$ cat config.mk
export PLATFORM = sky130hd
export DESIGN_NAME = kvb_weights
export DESIGN_NICKNAME = d
export VERILOG_FILES = /design/src/rtl/core/keyframe_vertex_blend_bbox_assert.svh /design/src/rtl/core/kvb_pkg.sv /design/src/rtl/core/kvb_weights.sv
export SDC_FILE = /design/constraint.sdc
export NUM_CORES = 2
export LEC_CHECK = 0
export BUFFER_PORTS_ARGS = -buffer_cell sky130_fd_sc_hd__buf_2
export CORE_UTILIZATION = 60
export CTS_BUF_LIST = sky130_fd_sc_hd__clkbuf_4 sky130_fd_sc_hd__clkbuf_8
export CTS_CLUSTER_SIZE = 40
export DETAILED_ROUTE_END_ITERATION = 8
export GPL_TIMING_DRIVEN = 1
export HOLD_SLACK_MARGIN = 0.08
export PLACE_DENSITY_LB_ADDON = 0.25
export SLEW_MARGIN = 20
export SYNTH_ARGS = -nofsm -noshare
export SYNTH_HDL_FRONTEND = slang
export SYNTH_SLANG_ARGS = --single-unit
$ cat constraint.sdc
create_clock -name i_clk -period 8.17 [get_ports i_clk]
set_clock_uncertainty 0.2 [all_clocks]
set_input_delay 0.817 -clock i_clk [delete_from_list [all_inputs] [get_ports i_clk]]
set_output_delay 0.817 -clock i_clk [all_outputs]
set_load 0.03 [all_outputs]
$ cat src/rtl/core/keyframe_vertex_blend_bbox_assert.svh
// Assertion macros for the keyframe vertex blend block.
`ifndef KEYFRAME_VERTEX_BLEND_BBOX_ASSERT_SVH
`define KEYFRAME_VERTEX_BLEND_BBOX_ASSERT_SVH
`ifndef NO_ASSERTIONS
`define KVB_ASSERT_IMPLY(name, clk, rst_n, ante, cons) \
    name: assert property (@(posedge clk) disable iff (!rst_n) (ante) |-> (cons)) \
        else $error("same-cycle check failed");
`define KVB_ASSERT_NEXT(name, clk, rst_n, ante, cons) \
    name: assert property (@(posedge clk) disable iff (!rst_n) (ante) |=> (cons)) \
        else $error("next-cycle check failed");
`else
`define KVB_ASSERT_IMPLY(name, clk, rst_n, ante, cons)
`define KVB_ASSERT_NEXT(name, clk, rst_n, ante, cons)
`endif
`endif

$ cat src/rtl/core/kvb_pkg.sv
// Shared types and constants of the keyframe vertex blend block.
`default_nettype none
package kvb_pkg;

    localparam int VAL_W   = 32;
    localparam int T_W     = 17;
    localparam int CFG_IDX_W = 1;
    localparam int CFG_DATA_W = 17;

    // configuration register indexes
    localparam logic [CFG_IDX_W-1:0] CFG_INTERP_MODE = 1'd0;
    localparam logic [CFG_IDX_W-1:0] CFG_BLEND_T     = 1'd1;

    // interpolation modes
    localparam logic MODE_LINEAR = 1'b0;
    localparam logic MODE_CATMULL = 1'b1;

    localparam logic [T_W-1:0]          T_ONE   = 17'h10000;
    localparam logic signed [VAL_W-1:0] W_ONE   = 32'sh4000_0000;
    localparam logic signed [VAL_W-1:0] VAL_MAX = 32'sh7FFF_FFFF;
    localparam logic signed [VAL_W-1:0] VAL_MIN = 32'sh8000_0000;

    typedef struct packed {
        logic [2:0]              component_sel;
        logic signed [VAL_W-1:0] frame0_value;
        logic signed [VAL_W-1:0] frame1_value;
        logic signed [VAL_W-1:0] frame2_value;
        logic signed [VAL_W-1:0] frame3_value;
        logic                    last_of_mesh;
    } t_in_item;

    typedef struct packed {
        logic signed [VAL_W-1:0] blended_value;
        logic signed [VAL_W-1:0] box_min;
        logic signed [VAL_W-1:0] box_max;
        logic                    saturated;
    } t_out_item;

    // classified word handed from the front queue to the back pipeline
    typedef struct packed {
        logic                    is_pos;
        logic [1:0]              axis;
        logic                    last;
        logic signed [VAL_W-1:0] f0;
        logic signed [VAL_W-1:0] f1;
        logic signed [VAL_W-1:0] f2;
        logic signed [VAL_W-1:0] f3;
    } t_work;

    // blend weights, signed Q2.30
    typedef struct packed {
        logic signed [VAL_W-1:0] w0;
        logic signed [VAL_W-1:0] w1;
        logic signed [VAL_W-1:0] w2;
        logic signed [VAL_W-1:0] w3;
    } t_weights;

endpackage
`default_nettype wire

$ cat src/rtl/core/kvb_weights.sv
// Configuration registers and the sequencer that derives the four blend weights.
`default_nettype none
module kvb_weights
    import kvb_pkg::*;
(
    input  wire logic                  i_clk,
    input  wire logic                  i_rst_n,
    input  wire logic                  i_cfg_wr_en,
    input  wire logic [CFG_IDX_W-1:0]  i_cfg_index,
    input  wire logic [CFG_DATA_W-1:0] i_cfg_wdata,
    output logic                       o_busy,
    output t_weights                   o_weights
);

    localparam logic [1:0] S_IDLE   = 2'd0;
    localparam logic [1:0] S_SQUARE = 2'd1;
    localparam logic [1:0] S_CUBE   = 2'd2;
    localparam logic [1:0] S_WEIGHT = 2'd3;

    localparam logic signed [55:0] ONE2   = 56'sh2_0000_0000_0000;
    localparam logic signed [55:0] HALF_W = 56'sd262144;

    logic             r_mode;
    logic [T_W-1:0]   r_blend_t;
    logic [1:0]       r_state, n_state;
    logic [32:0]      r_t2;
    logic [48:0]      r_t3;
    t_weights         r_w, n_w;

    logic [T_W-1:0]   w_t;
    logic signed [55:0] w_x3, w_x2, w_x1;

    // round half up from 2^-49 units to Q2.30
    function automatic logic signed [VAL_W-1:0] round_w(input logic signed [55:0] x);
        logic signed [55:0] y;
        y = (x + HALF_W) >>> 19;
        return y[VAL_W-1:0];
    endfunction

    assign w_t  = (r_blend_t > T_ONE) ? T_ONE : r_blend_t;
    assign w_x3 = signed'({7'd0, r_t3});
    assign w_x2 = signed'({7'd0, r_t2, 16'd0});
    assign w_x1 = signed'({7'd0, w_t, 32'd0});

    always_comb begin
        n_state = r_state;
        n_w     = r_w;
        unique case (r_state)
            S_IDLE:   n_state = S_IDLE;
            S_SQUARE: n_state = S_CUBE;
            S_CUBE:   n_state = S_WEIGHT;
            S_WEIGHT: begin
                n_state = S_IDLE;
                if (r_mode == MODE_CATMULL) begin
                    n_w.w0 = round_w((w_x2 <<< 1) - w_x3 - w_x1);
                    n_w.w1 = round_w(w_x3 * 3 - w_x2 * 5 + ONE2);
                    n_w.w2 = round_w((w_x2 <<< 2) - w_x3 * 3 + w_x1);
                    n_w.w3 = round_w(w_x3 - w_x2);
                end else begin
                    n_w.w0 = '0;
                    n_w.w1 = signed'({1'b0, T_ONE - w_t, 14'd0});
                    n_w.w2 = signed'({1'b0, w_t, 14'd0});
                    n_w.w3 = '0;
                end
            end
            default:  n_state = S_IDLE;
        endcase
        // any write restarts the derivation
        if (i_cfg_wr_en) begin
            n_state = S_SQUARE;
        end
    end

    always_ff @(posedge i_clk) begin
        if (!i_rst_n) begin
            r_state   <= S_IDLE;
            r_mode    <= MODE_LINEAR;
            r_blend_t <= '0;
            r_w       <= '{w0: '0, w1: W_ONE, w2: '0, w3: '0};
        end else begin
            r_state <= n_state;
            r_w     <= n_w;
            if (i_cfg_wr_en) begin
                unique case (i_cfg_index)
                    CFG_INTERP_MODE: r_mode    <= i_cfg_wdata[0];
                    CFG_BLEND_T:     r_blend_t <= i_cfg_wdata[T_W-1:0];
                    default:         r_mode    <= r_mode;
                endcase
            end
        end
    end

    always_ff @(posedge i_clk) begin
        if (r_state == S_SQUARE) begin
            r_t2 <= 33'(w_t) * 33'(w_t);
        end
        if (r_state == S_CUBE) begin
            r_t3 <= 49'(r_t2) * 49'(w_t);
        end
    end

    assign o_busy    = (r_state != S_IDLE);
    assign o_weights = r_w;

endmodule
`default_nettype wire

==> flow_metrics.py <==
metrics = {
    "status": {
        "status": "complete, no violations",
    },
    "finish": {
        "final_common_cell": "inv_1",
        "design_area_sq_um": 52500,
        "nFillCells": 6715,
        "fin_nets": 7286,
        "syn_to_final_growth_pct": 8.18,
        "layout_common_cells": "1,046 x inv_1, 686 x fa_1, 614 x nand2_1, 614 x ha_1, 464 x nor2_1",
        "drive_above_1_share_pct": 8.49,
        "layout.cells.non_filler": 7047,
    },
    "hold_path": {
        "hold_path_end": "r_blend_t[3]",
        "holdPathStages": 3,
        "hp-start": "i_cfg_wdata[3]",
        "hold_path_class": "primary input to flop",
    },
    "synth": {
        "syn-instance-count": 5762,
        "synth-main-ff-cell": "dfxtp_1",
        "synth_seq_cells": 229,
        "ys_types": 101,
        "synth-edff-count": 81,
        "yosys_warnings": 0,
        "syn_area_per_cell_sq_um": 8.43,
        "async_reset_ff_share_pct": 0,
        "synth.yosys.seq_area_share_pct": 11.1,
        "syn_area_sq_um": 48500,
    },
    "floorplan": {
        "fp-row-count": 103,
        "start_util_pct": 61.1,
        "die_h_um": 286,
        "core_region_area_sq_um": 79500,
        "die_area_sq_um": 82100,
        "die_w_um": 286,
        "ios": 150,
    },
    "flow_run": {
        "cap_violations": 0,
    },
    "detailed_routing": {
        "ant_nets": 0,
        "drt-total-wl_mm": 149,
        "avgViaCountPerCell": 5.93,
        "drc": 0,
        "wl_per_cell_um": 21.2,
        "drt_pass1_iterations": 7,
        "vias": 41800,
        "drt_iter0_drc": 3853,
    },
    "worst_setup_path": {
        "r2r-end": "r_t3[47]",
        "path_class": "flop to flop",
        "cp_top_family": "adder cells",
        "worstPathMaxFanout": 16,
        "path_buf_inv": 5,
        "r2r_start": "r_blend_t[0]",
        "required_ps": 8380,
        "ff2ff_setup_slack_ps": 240,
        "endpoint_kind": "flop",
        "cpPeakStageDelay_ps": 540,
        "crit_top_cell": "fa_1",
        "r2r.worst_path.cells": 30,
        "cp_slowest_cell": "fa_1",
        "crit_cells": 30,
        "cp-start-kind": "flop",
        "worstPathArrival_ps": 8140,
    },
    "global_routing": {
        "grt_max_degree": 65,
        "grt_pass1_vias": 42200,
        "grt_overflow": 0,
        "grt_pass1_wl_mm": 233,
        "antenna_found_initial": 5,
        "grtUsageTotal_pct": 36.9,
    },
    "sta": {
        "hold_viol": 0,
        "finalCriticalPeriod_ps": 7930,
        "tns_ps": 0,
        "max_slew.worst_pin.slew_ps": 973,
        "rsz0062_at_grt": "true",
        "finalCritPeriodShare_pct": 97.0,
        "setup_viol": 0,
        "fmax_mhz": 126,
        "hold_slack_ps": 228,
        "slew_violations": 0,
        "max_slew_margin_pct": 34.3,
        "setup_slack_ps": 243,
    },
    "placed_design": {
        "place_inst": 6960,
        "hpwl_mm": 122,
        "portBuffers": 149,
        "place.gp.congestion": 0.998,
        "place_area_sq_um": 51400,
        "dp_slack_ps": -236,
    },
    "clock_tree": {
        "clk_path_buf_depth": 3,
        "path_clk_slew_ps": 60,
        "htreeDepth": 2,
        "cts_tree": "yes",
        "clk_latency_ps": 670,
        "cts_sinks": 229,
        "numCtsBuffers": 43,
        "postCtsHoldBufs": 0,
        "cts-root-buf": "clkbuf_8",
    },
    "pwr": {
        "p_per_area_nw_per_um2": 215,
        "peakVddDrop_v": 0.000209,
        "power_leakage_nw": 27.3,
    },
}
-- tightest hold or removal path, cell delays in order --
cell and delay (ps):
buf_2 120, nand2_1 50, a21oi_1 50
-- kinds of logic after synthesis --
logic type	share of synthesized area, %
xor gates and xnor gates	5.57
other	0.0155
AOI/OAI and AO/OA	13.9
DFF	11.1
and+or+nand+nor	15.0
adders and majority gates	44.2
muxes	0.188
buffers and inverters	9.99
-- final cells by class --
cell class | count | area [sq um] | share of cell area [%]
Multi-Input combinational cell | 4279 | 38600 | 73.5
Sequential cell | 229 | 5400 | 10.3
Inverter | 1075 | 4040 | 7.70
Timing Repair Buffer | 333 | 2190 | 4.17
Tap cell | 1050 | 1310 | 2.50
Clock buffer | 62 | 772 | 1.47
Clock inverter | 15 | 166 | 0.317
Antenna cell | 4 | 10.0 | 0.0191
-- timing repair --
item	CTS	global route
endpoints found under the setup margin	8	21
pin swaps	1	13
gates resized for setup	4	41
gates cloned	0	0
buffers inserted	1	5
-- power breakdown --
group          internal, mW  switching [mW]
Combinational          3.41            5.19
Clock                 0.707           0.562
Sequential             1.32           0.112
-- metrics by stage --
step	util [%]	power [mW]
detailed placement	64.6	9.78
finish	66.0	11.3
global placement	64.6	9.66
global route	66.0	12.2
floorplan	-	7.62
CTS	65.8	11.1
-- layer usage --
metal / vias to the layer above / wire [um] / global-route usage [%]
li1: 19000 / - / -
met1: 20200 / 59500 / 48.7
met2: 2162 / 65600 / 58.3
met3: 446 / 16400 / 8.04
met4: 2 / 7670 / 16.4
met5: - / 13 / 0
-- registers in the layout, summed over array words and instances, names as in the netlist --
name and count:
r_blend_t 17, r_t2 32, o_weights 128, r_state 2, r_t3 49, r_mode 1
-- cell usage after synthesis (43+ instances only) --
cell / number / area [sq um]
nor2_1: 471 / 1770
nor2b_1: 59 / 369
dfxtp_1: 148 / 2960
a22oi_1: 53 / 398
and3_1: 57 / 357
xnor2_1: 188 / 1650
ha_1: 616 / 7710
nand2_1: 614 / 2300
a21o_1: 157 / 1180
xor2_1: 118 / 1030
nand2b_1: 43 / 269
clkbuf_1: 194 / 728
edfxtp_1: 81 / 2430
nand4_1: 48 / 300
and2_1: 92 / 576
inv_1: 1048 / 3930
nand3_1: 71 / 355
a21oi_1: 304 / 1520
fa_1: 688 / 13800
o21ai_0: 191 / 956
-- worst max path at each step --
stage | start | endpoint | slack (ps)
2_1_floorplan | r_blend_t[0] | r_t3[41] | 90
3_3_place_gp | r_blend_t[0] | r_t3[41] | -20
3_5_place_dp | r_blend_t[0] | r_t3[41] | -240
4_1_cts | r_blend_t[0] | r_t3[48] | 20
5_1_grt | r_blend_t[0] | r_t3[41] | -30
6_report | r_blend_t[0] | r_t3[47] | 240
No activity file was read; power rests on OpenSTA's default activity.
