==> config.mk <==
export PLATFORM = sky130hd
export DESIGN_NAME = kvb_front
export DESIGN_NICKNAME = d
export VERILOG_FILES = /design/src/rtl/core/keyframe_vertex_blend_bbox_assert.svh /design/src/rtl/core/kvb_pkg.sv /design/src/rtl/core/kvb_front.sv
export SDC_FILE = /design/constraint.sdc
export NUM_CORES = 1
export LEC_CHECK = 0
export ABC_AREA = 1
export BUFFER_PORTS_ARGS = -buffer_cell sky130_fd_sc_hd__buf_4
export CAP_MARGIN = 25
export CORE_MARGIN = 2
export CORE_UTILIZATION = 40
export CTS_CLUSTER_DIAMETER = 60
export DETAILED_ROUTE_END_ITERATION = 12
export PLACE_DENSITY_LB_ADDON = 0.08
export SYNTH_ARGS = -nofsm -noshare
export SYNTH_HDL_FRONTEND = slang
export SYNTH_SLANG_ARGS = --single-unit
==> constraint.sdc <==
create_clock -name i_clk -period 8.8 [get_ports i_clk]
set_input_delay 1.32 -clock i_clk [delete_from_list [all_inputs] [get_ports i_clk]]
set_output_delay 1.32 -clock i_clk [all_outputs]
set_load 0.005 [all_outputs]
==> src/rtl/core/keyframe_vertex_blend_bbox_assert.svh <==
// Assertion macros for the keyframe vertex blend block.
`ifndef KEYFRAME_VERTEX_BLEND_BBOX_ASSERT_SVH
`define KEYFRAME_VERTEX_BLEND_BBOX_ASSERT_SVH
`ifndef NO_ASSERTIONS
`define KVB_ASSERT_IMPLY(name, clk, rst_n, ante, cons) \
    name: assert property (@(posedge clk) disable iff (!rst_n) (ante) |-> (cons)) \
        else $error("same-cycle check failed");
`define KVB_ASSERT_NEXT(name, clk, rst_n, ante, cons) \
    name: assert property (@(posedge clk) disable iff (!rst_n) (ante) |=> (cons)) \
        else $error("next-cycle check failed");
`else
`define KVB_ASSERT_IMPLY(name, clk, rst_n, ante, cons)
`define KVB_ASSERT_NEXT(name, clk, rst_n, ante, cons)
`endif
`endif

==> src/rtl/core/kvb_pkg.sv <==
// Shared types and constants of the keyframe vertex blend block.
`default_nettype none
package kvb_pkg;

    localparam int VAL_W   = 32;
    localparam int T_W     = 17;
    localparam int CFG_IDX_W = 1;
    localparam int CFG_DATA_W = 17;

    // configuration register indexes
    localparam logic [CFG_IDX_W-1:0] CFG_INTERP_MODE = 1'd0;
    localparam logic [CFG_IDX_W-1:0] CFG_BLEND_T     = 1'd1;

    // interpolation modes
    localparam logic MODE_LINEAR = 1'b0;
    localparam logic MODE_CATMULL = 1'b1;

    localparam logic [T_W-1:0]          T_ONE   = 17'h10000;
    localparam logic signed [VAL_W-1:0] W_ONE   = 32'sh4000_0000;
    localparam logic signed [VAL_W-1:0] VAL_MAX = 32'sh7FFF_FFFF;
    localparam logic signed [VAL_W-1:0] VAL_MIN = 32'sh8000_0000;

    typedef struct packed {
        logic [2:0]              component_sel;
        logic signed [VAL_W-1:0] frame0_value;
        logic signed [VAL_W-1:0] frame1_value;
        logic signed [VAL_W-1:0] frame2_value;
        logic signed [VAL_W-1:0] frame3_value;
        logic                    last_of_mesh;
    } t_in_item;

    typedef struct packed {
        logic signed [VAL_W-1:0] blended_value;
        logic signed [VAL_W-1:0] box_min;
        logic signed [VAL_W-1:0] box_max;
        logic                    saturated;
    } t_out_item;

    // classified word handed from the front queue to the back pipeline
    typedef struct packed {
        logic                    is_pos;
        logic [1:0]              axis;
        logic                    last;
        logic signed [VAL_W-1:0] f0;
        logic signed [VAL_W-1:0] f1;
        logic signed [VAL_W-1:0] f2;
        logic signed [VAL_W-1:0] f3;
    } t_work;

    // blend weights, signed Q2.30
    typedef struct packed {
        logic signed [VAL_W-1:0] w0;
        logic signed [VAL_W-1:0] w1;
        logic signed [VAL_W-1:0] w2;
        logic signed [VAL_W-1:0] w3;
    } t_weights;

endpackage
`default_nettype wire

==> src/rtl/core/kvb_front.sv <==
// Input side: accepts items, classifies the component and queues the work.
`default_nettype none
module kvb_front
    import kvb_pkg::*;
#(
    parameter int DEPTH = 4
) (
    input  wire logic     i_clk,
    input  wire logic     i_rst_n,
    input  wire logic     i_in_valid,
    output logic          o_in_ready,
    input  wire t_in_item i_in_data,
    input  wire logic     i_hold,
    output logic          o_work_valid,
    input  wire logic     i_work_ready,
    output t_work         o_work
);

    localparam int PTR_W = $clog2(DEPTH);
    localparam int CNT_W = $clog2(DEPTH + 1);

    t_work             r_mem [DEPTH];
    logic [PTR_W-1:0]  r_wr_ptr, r_rd_ptr;
    logic [CNT_W-1:0]  r_count;
    t_work             w_entry;
    logic              w_push, w_pop;

    always_comb begin
        w_entry.is_pos = (i_in_data.component_sel < 3'd3);
        w_entry.axis   = i_in_data.component_sel[1:0];
        w_entry.last   = i_in_data.last_of_mesh;
        w_entry.f0     = i_in_data.frame0_value;
        w_entry.f1     = i_in_data.frame1_value;
        w_entry.f2     = i_in_data.frame2_value;
        w_entry.f3     = i_in_data.frame3_value;
    end

    assign o_in_ready   = (r_count != CNT_W'(DEPTH)) && !i_hold;
    assign o_work_valid = (r_count != '0);
    assign o_work       = r_mem[r_rd_ptr];
    assign w_push       = i_in_valid && o_in_ready;
    assign w_pop        = o_work_valid && i_work_ready;

    always_ff @(posedge i_clk) begin
        if (w_push) begin
            r_mem[r_wr_ptr] <= w_entry;
        end
    end

    always_ff @(posedge i_clk) begin
        if (!i_rst_n) begin
            r_wr_ptr <= '0;
            r_rd_ptr <= '0;
            r_count  <= '0;
        end else begin
            if (w_push) begin
                r_wr_ptr <= (r_wr_ptr == PTR_W'(DEPTH - 1)) ? '0 : r_wr_ptr + 1'b1;
            end
            if (w_pop) begin
                r_rd_ptr <= (r_rd_ptr == PTR_W'(DEPTH - 1)) ? '0 : r_rd_ptr + 1'b1;
            end
            if (w_push && !w_pop) begin
                r_count <= r_count + 1'b1;
            end else if (w_pop && !w_push) begin
                r_count <= r_count - 1'b1;
            end
        end
    end

endmodule
`default_nettype wire

==> results by group, run 1 <==
Global route
  – Met2 usage: 0.284
  – Largest net degree at the start of global routing: about 210
  – Antenna violations before repair: 3
  – GR Util met1: 0.236
  – Busiest grt layer: met2
  – Global-route usage over all layers: 0.177
  – Vias in the first global route: 11,195
  – Grt ovf: 0
  – Met3 GRT Util: 0.0568
  – First-pass GRT wire length: roughly 70,000 µm

Clock tree
  – Clk sink count: 537
  – Post-CTS Resized: 0
  – Skew-Pair Late Insertion Delay: 0.59 ns
  – H-tree Lvls: 2
  – Setup bufs post-CTS: 0
  – Clock transition at the registers of the reported paths: approximately 0.060 ns
  – CTS hold repair buffers: 0
  – Clock Path Buffers: 3
  – Root Buffer Master: clkbuf_16
  – CTS tree: yes
  – Total CTS buffers: 57

Yosys
  – Top post-synthesis cells by area: edfxtp_1 (79%), nor2_1 (5.2%), o22ai_1 (4.1%)
  – Asr flop ratio synth: 0
  – Post-Synthesis Cells: 1,344
  – Synth area leader: edfxtp_1
  – Post-synthesis cell type count: 17
  – Cell area after synthesis: around 20,000 µm²
  – Mapped Nets: 1,488
  – Most frequent cell after synthesis: edfxtp_1
  – Synthesized area per cell: roughly 15 µm²
  – Number of synthesized register bits: 537
  – Synthesis Warnings: 0
  – Sequential element share of the synthesized area: 0.802
  – Number of synthesized flops with an enable pin: 528
  – Post-synth top area share: 0.793
  – Commonest cells in the netlist: edfxtp_1 (528), nor2_1 (279), o21ai_0 (138)
  – Prevailing post-synth register cell: edfxtp_1

Pwr
  – Cell Int Power: 0.00494 W
  – IR drop worst, VDD: 0.158 mV
  – Clock group share of total power: 0.334
  – Switch Pwr: 0.00192 W
  – Sw Ratio: 0.280
  – Pwr dens: between 200 and 300 nW/µm²
  – Register share of total power: 0.440
  – Comb power frac: 0.226
  – Leak Pwr: 8.39 nW

STA
  – Final worst path period need: 4.70 ns
  – RSZ-0062 raised after global routing: false
  – Final setup fails: 0
  – Worst slew pin tran: 1.32 ns
  – Setup tns final: 0 ns
  – Final clock skew: 0.0132 ns
  – Slew Limit Fails: 0
  – Relative slew margins: 0.117
  – Final hold viol count: 0
  – Fmax: 213 MHz
  – Final Cycle Share: 0.534

Critical path
  – Setup slack, reg-to-reg: 5.55 ns
  – Worst path slowest cell: buf_4
  – CP max FO: 140
  – Critical path class: reg2out
  – Critical path's largest stage delay: around 0.72 ns
  – CP startpoint kind: flip-flop
  – CP dominant cell by count: buf_4
  – Worst-path cell chain: inv_8, buf_4, nor2_1, o22ai_1, buf_4
  – Arrival time worst endpoint: 3.38 ns
  – Worst setup EP type: output pin
  – Required time worst endpoint: roughly 7.5 ns

Drt
  – Vias post-DR: 11,662
  – DRT Pass-1 Iters: 5
  – Final wirelength: 46,400 µm
  – Post-detailed-route count of antenna-violating nets: 0
  – WL/cell: roughly 20 µm
  – Drt drc: 0
  – Vias/cell: between 5 and 6
  – Iter 0 DRT Violations: 730

Floorplan
  – Chip height: 228 µm
  – Initial Util: 0.407
  – Die width: approximately 230 µm
  – Die area: a little over 50,000 µm²
  – Row cnt: 81
  – # IOs: about 270
  – Core area: 49,200 µm²

Outcome
  – Outcome: finished clean

Cells and area
  – Share of layout cells above drive strength 1: 0.226
  – Area Growth Syn to Fin: 21.9%
  – Final Cell Area: 24,400 µm²
  – Fill cells: roughly 4,300
  – Layout net count: about 1,700

Placement
  – Post-placement cell area: 22,500 µm²
  – Gpl congestion: 0.716
  – Post-DP HPWL: roughly 25,000 µm
  – Port Buffers: between 200 and 300

Hold path
  – Worst hold path class: reg2reg

Run
  – Max-cap violations: 0
==> worst paths after layout <==
path / startpoint / end / cells past startpoint
setup / recovery: flip-flop / o_work[130] / 5
hold / removal: r_rd_ptr[1]$_SDFFE_PN0P_ / flip-flop / 2
setup reg to reg: r_count[0]$_SDFFE_PN0P_ / r_mem[2][97]$_DFFE_PP_ / 5
hold reg to reg: r_rd_ptr[1]$_SDFFE_PN0P_ / flip-flop / 2
==> per-layer routing <==
metal  share of wire  vias up
met5         0.00028        -
met2            0.48      242
met3           0.069       50
met1            0.43     5753
li1                -     5615
met4           0.014        2
==> sequential cells by signal, indices dropped and copies added (netlist names), named ones only <==
register / count
r_rd_ptr: 2
r_wr_ptr: 2
r_mem: 528
r_count: 3
==> logic make-up after synthesis <==
logic type	synth area share
DFF	0.802
AOI/OAI and AO/OA	0.109
and+or+nand+nor	0.0558
buffers and inverters	0.0280
adders and majority gates	0.00476
==> critical path: cells and delay by family, from the launching register on <==
family | cells | cell delay (ns)
compound gates | 1 | 0.33
buf+inv | 3 | 1.44
flops | 1 | 0.53
simple gates | 1 | 0.08
==> power groups by stage <==
| stage | registers (W) | logic (W) | clock network [W] |
|---|---|---|---|
| global route | 0.00303 | 0.00172 | 0.00246 |
| floorplan | 0.00306 | 0.000838 | 0 |
| global placement | 0.00307 | 0.00158 | 0 |
| finish | 0.00302 | 0.00155 | 0.00229 |
| detailed placement | 0.00308 | 0.00158 | 0 |
| CTS | 0.00302 | 0.00159 | 0.00236 |
==> per-stage QoR <==
stage                util  setup slack [ns]  hold slack (ns)  std cells  power, W
floorplan               -              1.07            0.452       1344   0.00390
global placement    0.458              4.51            0.486       2206   0.00465
detailed placement  0.458              4.52            0.487       2206   0.00466
CTS                 0.495              4.10            0.497       2314   0.00697
global route        0.495              3.91            0.518       2314   0.00721
finish              0.496              4.10            0.488       2316   0.00686
==> cells in the final DEF (no fill, tap or decap), types with 2 or more instances in the layout <==
cell type / instances
a21oi_1: 5
buf_12: 3
buf_4: 281
bufinv_16: 3
clkbuf_1: 10
clkbuf_16: 59
clkbuf_8: 5
clkinv_1: 17
clkinv_2: 9
clkinvlp_4: 3
dfxtp_1: 7
dfxtp_4: 2
diode_2: 2
edfxtp_1: 528
ha_1: 6
inv_1: 13
nand2_1: 13
nand3_1: 4
nor2_1: 275
nor2_4: 4
o21ai_0: 138
o21ai_1: 128
o22ai_1: 132
==> area by class of cell <==
class | instances | area [µm²] | share of cell area
Clock buffer | 74 | 1580 | 0.0650
Clock inverter | 34 | 239 | 0.00981
Inverter | 15 | 66.3 | 0.00272
Multi-Input combinational cell | 706 | 3420 | 0.141
Timing Repair Buffer | 284 | 2170 | 0.0891
Sequential cell | 537 | 16000 | 0.659
Antenna cell | 2 | 5.00 | 0.000205
Tap cell | 664 | 831 | 0.0341
(Power assumes the default switching activity.)
==> run 2: changes to the inputs <==
- clock period: 8.8 -> 3.86 ns (I/O delays scaled with it)
==> results by group, run 2 (synthesis gave the netlist of run 1 again) <==
Outcome
  – Outcome: finished clean

Run
  – Max-cap violations: 0 (unchanged)

Pwr
  – Leak Pwr: 8.51 nW (+1.4%)
  – Switch Pwr: 0.00441 W (+130%)
  – Comb power frac: 0.227 (about the same)
  – Cell Int Power: 0.0114 W (+130%)
  – Pwr dens: 643 nW/µm² (+130%)
  – Sw Ratio: 0.279 (-0.00153)
  – Register share of total power: 0.435 (-0.005)
  – IR drop worst, VDD: 0.335 mV (+110%)
  – Clock group share of total power: 0.338 (+0.004)
  – Total Power: 0.0158 W (+130%)

Critical path
  – Cells on worst reg2reg path: 5 (unchanged)
  – CP dominant cell by count: buf_4
  – WP depth: 5 (unchanged)
  – Setup slack, reg-to-reg: 1.40 ns (-4.15 ns)
  – Setup crit end: o_work[20]
  – CP max FO: 112 (-20%)
  – R2r endpoint: r_mem[1][99]$_DFFE_PP_
  – Worst Path Buf+Inv: 3 (unchanged)
  – Worst-path cell chain: inv_8, buf_4, nor2_1, o22ai_1, buf_4
  – Top delay family on crit path: buffers and inverters
  – Worst setup EP type: output pin
  – Arrival time worst endpoint: 2.68 ns (-0.70 ns)
  – Critical path's largest stage delay: 0.58 ns (-0.14 ns)
  – Worst path slowest cell: inv_8
  – Reg2reg start: r_count[0]$_SDFFE_PN0P_
  – Critical path class: reg2out
  – Required time worst endpoint: 3.28 ns (-4.20 ns)
  – CP startpoint kind: flip-flop

Floorplan
  – Core area: 49,200 µm² (unchanged)
  – # IOs: 271 (unchanged)
  – Initial Util: 0.407 (unchanged)
  – Die area: 51,800 µm² (unchanged)
  – Row cnt: 81 (unchanged)
  – Die width: 228 µm (unchanged)
  – Chip height: 228 µm (unchanged)

Cells and area
  – Layout net count: 1,761 (+0.92%)
  – Area Growth Syn to Fin: 23.3%
  – Top Registers: r_mem: 528 flops, r_count: 3 flops
  – Largest register FFs: 528 (unchanged)
  – ANT cells: 0 (-2)
  – Most frequent cells in the layout: edfxtp_1 (528), buf_4 (283), nor2_1 (275), o21ai_0 (138), o22ai_1 (132)
  – Share of layout cells above drive strength 1: 0.232 (+0.00573)
  – Leading cell type in the layout, fill and taps excluded: edfxtp_1
  – Top reg by flops: r_mem
  – Fill cells: 4,244 (-1.2%)

Clock tree
  – H-tree Lvls: 2 (unchanged)
  – Root Buffer Master: clkbuf_16
  – CTS tree: yes
  – Clock Path Buffers: 3 (unchanged)
  – Setup bufs post-CTS: 0 (unchanged)
  – Total CTS buffers: 58 (+1.8%)
  – Post-CTS Resized: 0 (unchanged)
  – Skew-Pair Late Insertion Delay: 0.60 ns (about the same)
  – CTS hold repair buffers: 0 (unchanged)
  – Clock transition at the registers of the reported paths: 0.06 ns (about the same)
  – Clk sink count: 537 (unchanged)

Hold path
  – Hold-critical path depth: 1 (-1)
  – Worst hold path class: in2reg

STA
  – Final Cycle Share: 0.845
  – RSZ-0062 raised after global routing: false
  – Relative slew margins: 0.491 (+0.374)
  – Final setup fails: 0 (unchanged)
  – Post-route setup slack: 0.599 ns (-3.50 ns)
  – Final clock skew: 0.0156 ns (+0.00233 ns)
  – Final hold viol count: 0 (unchanged)
  – Fmax: between 300 and 400 MHz
  – Worst slew pin tran: 0.762 ns (-0.563 ns)
  – Slew Limit Fails: 0 (unchanged)
  – Final worst path period need: 3.26 ns
  – Hold slack final: 0.171 ns (-0.317 ns)

Drt
  – Iter 0 DRT Violations: 826 (+13%)
  – Post-detailed-route count of antenna-violating nets: 0 (unchanged)
  – Drt drc: 0 (unchanged)
  – WL/cell: 20.3 µm (+1.3%)
  – Final wirelength: 47,200 µm (+1.7%)
  – Vias post-DR: 11,900 (+2.0%)
  – DRT Pass-1 Iters: 5 (unchanged)
  – Vias/cell: 5.12 (+1.6%)

Global route
  – Largest net degree at the start of global routing: 117 (-45%)
  – Antenna violations before repair: 4 (+1)
  – Vias in the first global route: 11,911 (+6.4%)
  – First-pass GRT wire length: 71,000 µm (+3.2%)
  – Grt ovf: 0 (unchanged)
  – Global-route usage over all layers: 0.182 (+0.00506)

Placement
  – Port Buffers: 270 (unchanged)
  – Post-DP HPWL: 26,700 µm (+7.6%)
  – Gpl congestion: 0.739 (+3.2%)
  – Placement Setup Slack: 1.16 ns (-3.36 ns)
[run 2: per-layer routing]
| layer | part of all wire | GRT usage |
|---|---|---|
| met4 | 0.019 | 0.0517 |
| met5 | 0.0011 | 0 |
| met3 | 0.067 | 0.0512 |
| met1 | 0.44 | 0.245 |
| met2 | 0.47 | 0.289 |
[run 2: how the worst min path moves through the flow]
stage / from / endpoint / slack, ns
final: i_in_data[17] / r_mem[0][16]$_DFFE_PP_ / 0.17
after global routing: i_in_data[4] / r_mem[0][3]$_DFFE_PP_ / 0.15
after CTS: i_in_data[4] / r_mem[0][3]$_DFFE_PP_ / 0.13
after detailed placement: r_rd_ptr[1]$_SDFFE_PN0P_ / flip-flop / 0.49
after global placement: r_count[0]$_SDFFE_PN0P_ / r_count[0]$_SDFFE_PN0P_ / 0.49
after floorplan: r_rd_ptr[1]$_SDFFE_PN0P_ / flip-flop / 0.45
[run 2: power by group through the flow]
| stage | sequential, W | combinational, W | clock (W) |
|---|---|---|---|
| 5_1_grt | 0.00692 | 0.00402 | 0.00571 |
| 4_1_cts | 0.00689 | 0.00369 | 0.00550 |
| 3_3_place_gp | 0.00701 | 0.00365 | 0 |
| 6_report | 0.00689 | 0.00360 | 0.00536 |
| 2_1_floorplan | 0.00696 | 0.00191 | 0 |
| 3_5_place_dp | 0.00701 | 0.00367 | 0 |
[run 2: cell type report]
class	instances	area, µm²	share of cell area
repair buffers	299	2440	0.0992
multi-input cells	706	3420	0.139
clock inverters	34	319	0.0129
flip-flops and latches	537	16000	0.651
well taps	664	831	0.0337
clock buffers	70	1520	0.0616
inverters	15	66.3	0.00269
[run 2: per-stage QoR]
step,instance area [µm²],instances,TNS [ns],util
2_1_floorplan,20000,1344,-504.20,-
3_3_place_gp,22800,2221,0,0.464
3_5_place_dp,22800,2221,0,0.464
4_1_cts,24600,2325,0,0.501
5_1_grt,24600,2325,0,0.501
6_report,24600,2325,0,0.501
==> run 3: changes to the inputs <==
- clock period: 3.86 -> 3.2 ns (I/O delays scaled with it)
==> results by group, run 3 (synthesis gave the netlist of run 1 again) <==
STA
  – Worst slew pin tran: 0.730 ns (-0.0318 ns)
  – Slew Limit Fails: 0 (unchanged)
  – Final clock skew: 0.0234 ns (+0.00786 ns)
  – Final Cycle Share: 0.881
  – Final worst path period need: 2.82 ns
  – Final setup fails: 0 (unchanged)
  – Fmax: between 300 and 400 MHz
  – RSZ-0062 raised after global routing: false
  – Setup tns final: 0 ns (unchanged)
  – Final hold viol count: 0 (unchanged)
  – Relative slew margins: 0.513 (+0.0224)

Run
  – Max-cap violations: 0 (unchanged)

Floorplan
  – # IOs: 271 (unchanged)
  – Die area: 51,800 µm² (unchanged)
  – Initial Util: 0.407 (unchanged)
  – Core area: 49,200 µm² (unchanged)
  – Die width: 228 µm (unchanged)
  – Chip height: 228 µm (unchanged)
  – Row cnt: 81 (unchanged)

Clock tree
  – CTS tree: yes
  – Root Buffer Master: clkbuf_16
  – CTS hold repair buffers: 0 (unchanged)
  – H-tree Lvls: 2 (unchanged)
  – Skew-Pair Late Insertion Delay: 0.61 ns (about the same)
  – Clk sink count: 537 (unchanged)
  – Total CTS buffers: 57 (-1.7%)
  – Clock Path Buffers: 3 (unchanged)
  – Clock transition at the registers of the reported paths: 0.06 ns (about the same)
  – Post-CTS Resized: 0 (unchanged)
  – Setup bufs post-CTS: 0 (unchanged)

Cells and area
  – Share of layout cells above drive strength 1: 0.232 (about the same)
  – ANT cells: 0 (unchanged)
  – Top reg by flops: r_mem
  – Leading cell type in the layout, fill and taps excluded: edfxtp_1
  – Largest register FFs: 528 (unchanged)
  – Most frequent cells in the layout: edfxtp_1 (528), buf_4 (280), nor2_1 (275), o21ai_0 (138), o22ai_1 (132)
  – Layout net count: 1,756 (-0.28%)
  – Fill cells: 4,280 (+0.85%)
  – Top Registers: r_mem: 528 flops, r_count: 3 flops
  – Area Growth Syn to Fin: 22.9%

Global route
  – Vias in the first global route: 11,463 (-3.8%)
  – Antenna violations before repair: 4 (unchanged)
  – Largest net degree at the start of global routing: 143 (+22%)
  – First-pass GRT wire length: 69,300 µm (-2.4%)
  – Grt ovf: 0 (unchanged)
  – Global-route usage over all layers: 0.179 (-0.00250)

Critical path
  – Critical path class: reg2out
  – Arrival time worst endpoint: 2.34 ns (-0.34 ns)
  – CP max FO: 142 (+27%)
  – Worst setup EP type: output pin
  – CP startpoint kind: flip-flop
  – Required time worst endpoint: 2.72 ns (-0.56 ns)
  – Setup slack, reg-to-reg: 1.26 ns (-0.14 ns)

Drt
  – Vias/cell: 5.15 (+0.65%)
  – Final wirelength: 47,500 µm (+0.69%)
  – WL/cell: 20.5 µm (+0.82%)
  – DRT Pass-1 Iters: 5 (unchanged)
  – Iter 0 DRT Violations: 692 (-16%)
  – Post-detailed-route count of antenna-violating nets: 0 (unchanged)
  – Drt drc: 0 (unchanged)
  – Vias post-DR: 11,962 (+0.52%)

Pwr
  – Total Power: 0.0190 W (+20%)
  – IR drop worst, VDD: 0.497 mV (+48%)
  – Pwr dens: 775 nW/µm² (+20%)
  – Leak Pwr: 8.48 nW (-0.35%)

Hold path
  – Worst hold path class: in2reg

Outcome
  – Outcome: finished clean

Placement
  – Gpl congestion: 0.739 (about the same)
  – Port Buffers: 270 (unchanged)
  – Post-DP HPWL: 26,300 µm (-1.7%)
run 3: cell count changes in the layout (fill, tap and decap cells not counted), moves of 2 or more:
cell and change:
buf_4 -3, clkinv_1 -4, clkinv_4 +2, clkinvlp_4 -2
bufinv_16 -2, clkbuf_1 +3, clkinv_2 +4
run 3: per-stage QoR:
step	area [µm²]	hold slack, ns	cells	utilization	setup slack [ns]
detailed placement	22800	0.486	2217	0.463	0.994
finish	24600	0.0649	2322	0.500	0.379
global route	24600	0.0316	2322	0.500	0.240
global placement	22800	0.487	2217	0.463	1.01
floorplan	20000	0.452	1344	-	0.0519
CTS	24600	0.0211	2322	0.500	0.281
run 3: worst paths after layout:
kind              cells after the start                      end                      from
setup / recovery                      4               o_work[83]                 flip-flop
hold / removal                        1   r_mem[3][29]$_DFFE_PP_             i_in_data[30]
setup reg to reg                     13  r_count[2]$_SDFFE_PN0P_   r_count[0]$_SDFFE_PN0P_
hold reg to reg                       2                flip-flop  r_rd_ptr[0]$_SDFFE_PN0P_
run 3: cell type report:
cell class                 count  area (µm²)  area share
multi-input combinational    706        3440       0.140
sequential                   537       16000       0.653
clock inverter                32         267      0.0108
clock buffer                  73        1530      0.0622
tap                          664         831      0.0338
timing repair buffer         295        2400      0.0978
inverter                      15        66.3     0.00270
run 3: per-layer routing:
layer  part of all wire  global-route usage  up-vias
li1                   -                   -     5636
met1               0.43               0.242     5912
met2               0.47               0.284      344
met3              0.077              0.0521       66
met4              0.021              0.0500        4
met5            0.00063                   0        -
run 3: worst max-delay path: stages, from the launching register on:
cell,delay [ns]
dfxtp_4,0.46
buf_12,0.40
o21ai_0,0.20
o22ai_1,0.29
buf_4,0.17
run 3: power by group:
part	leakage (nW)	internal, W	switching (W)
Clock	0.878	0.00369	0.00265
Sequential	4.87	0.00813	0.000125
Combinational	2.74	0.00184	0.00260
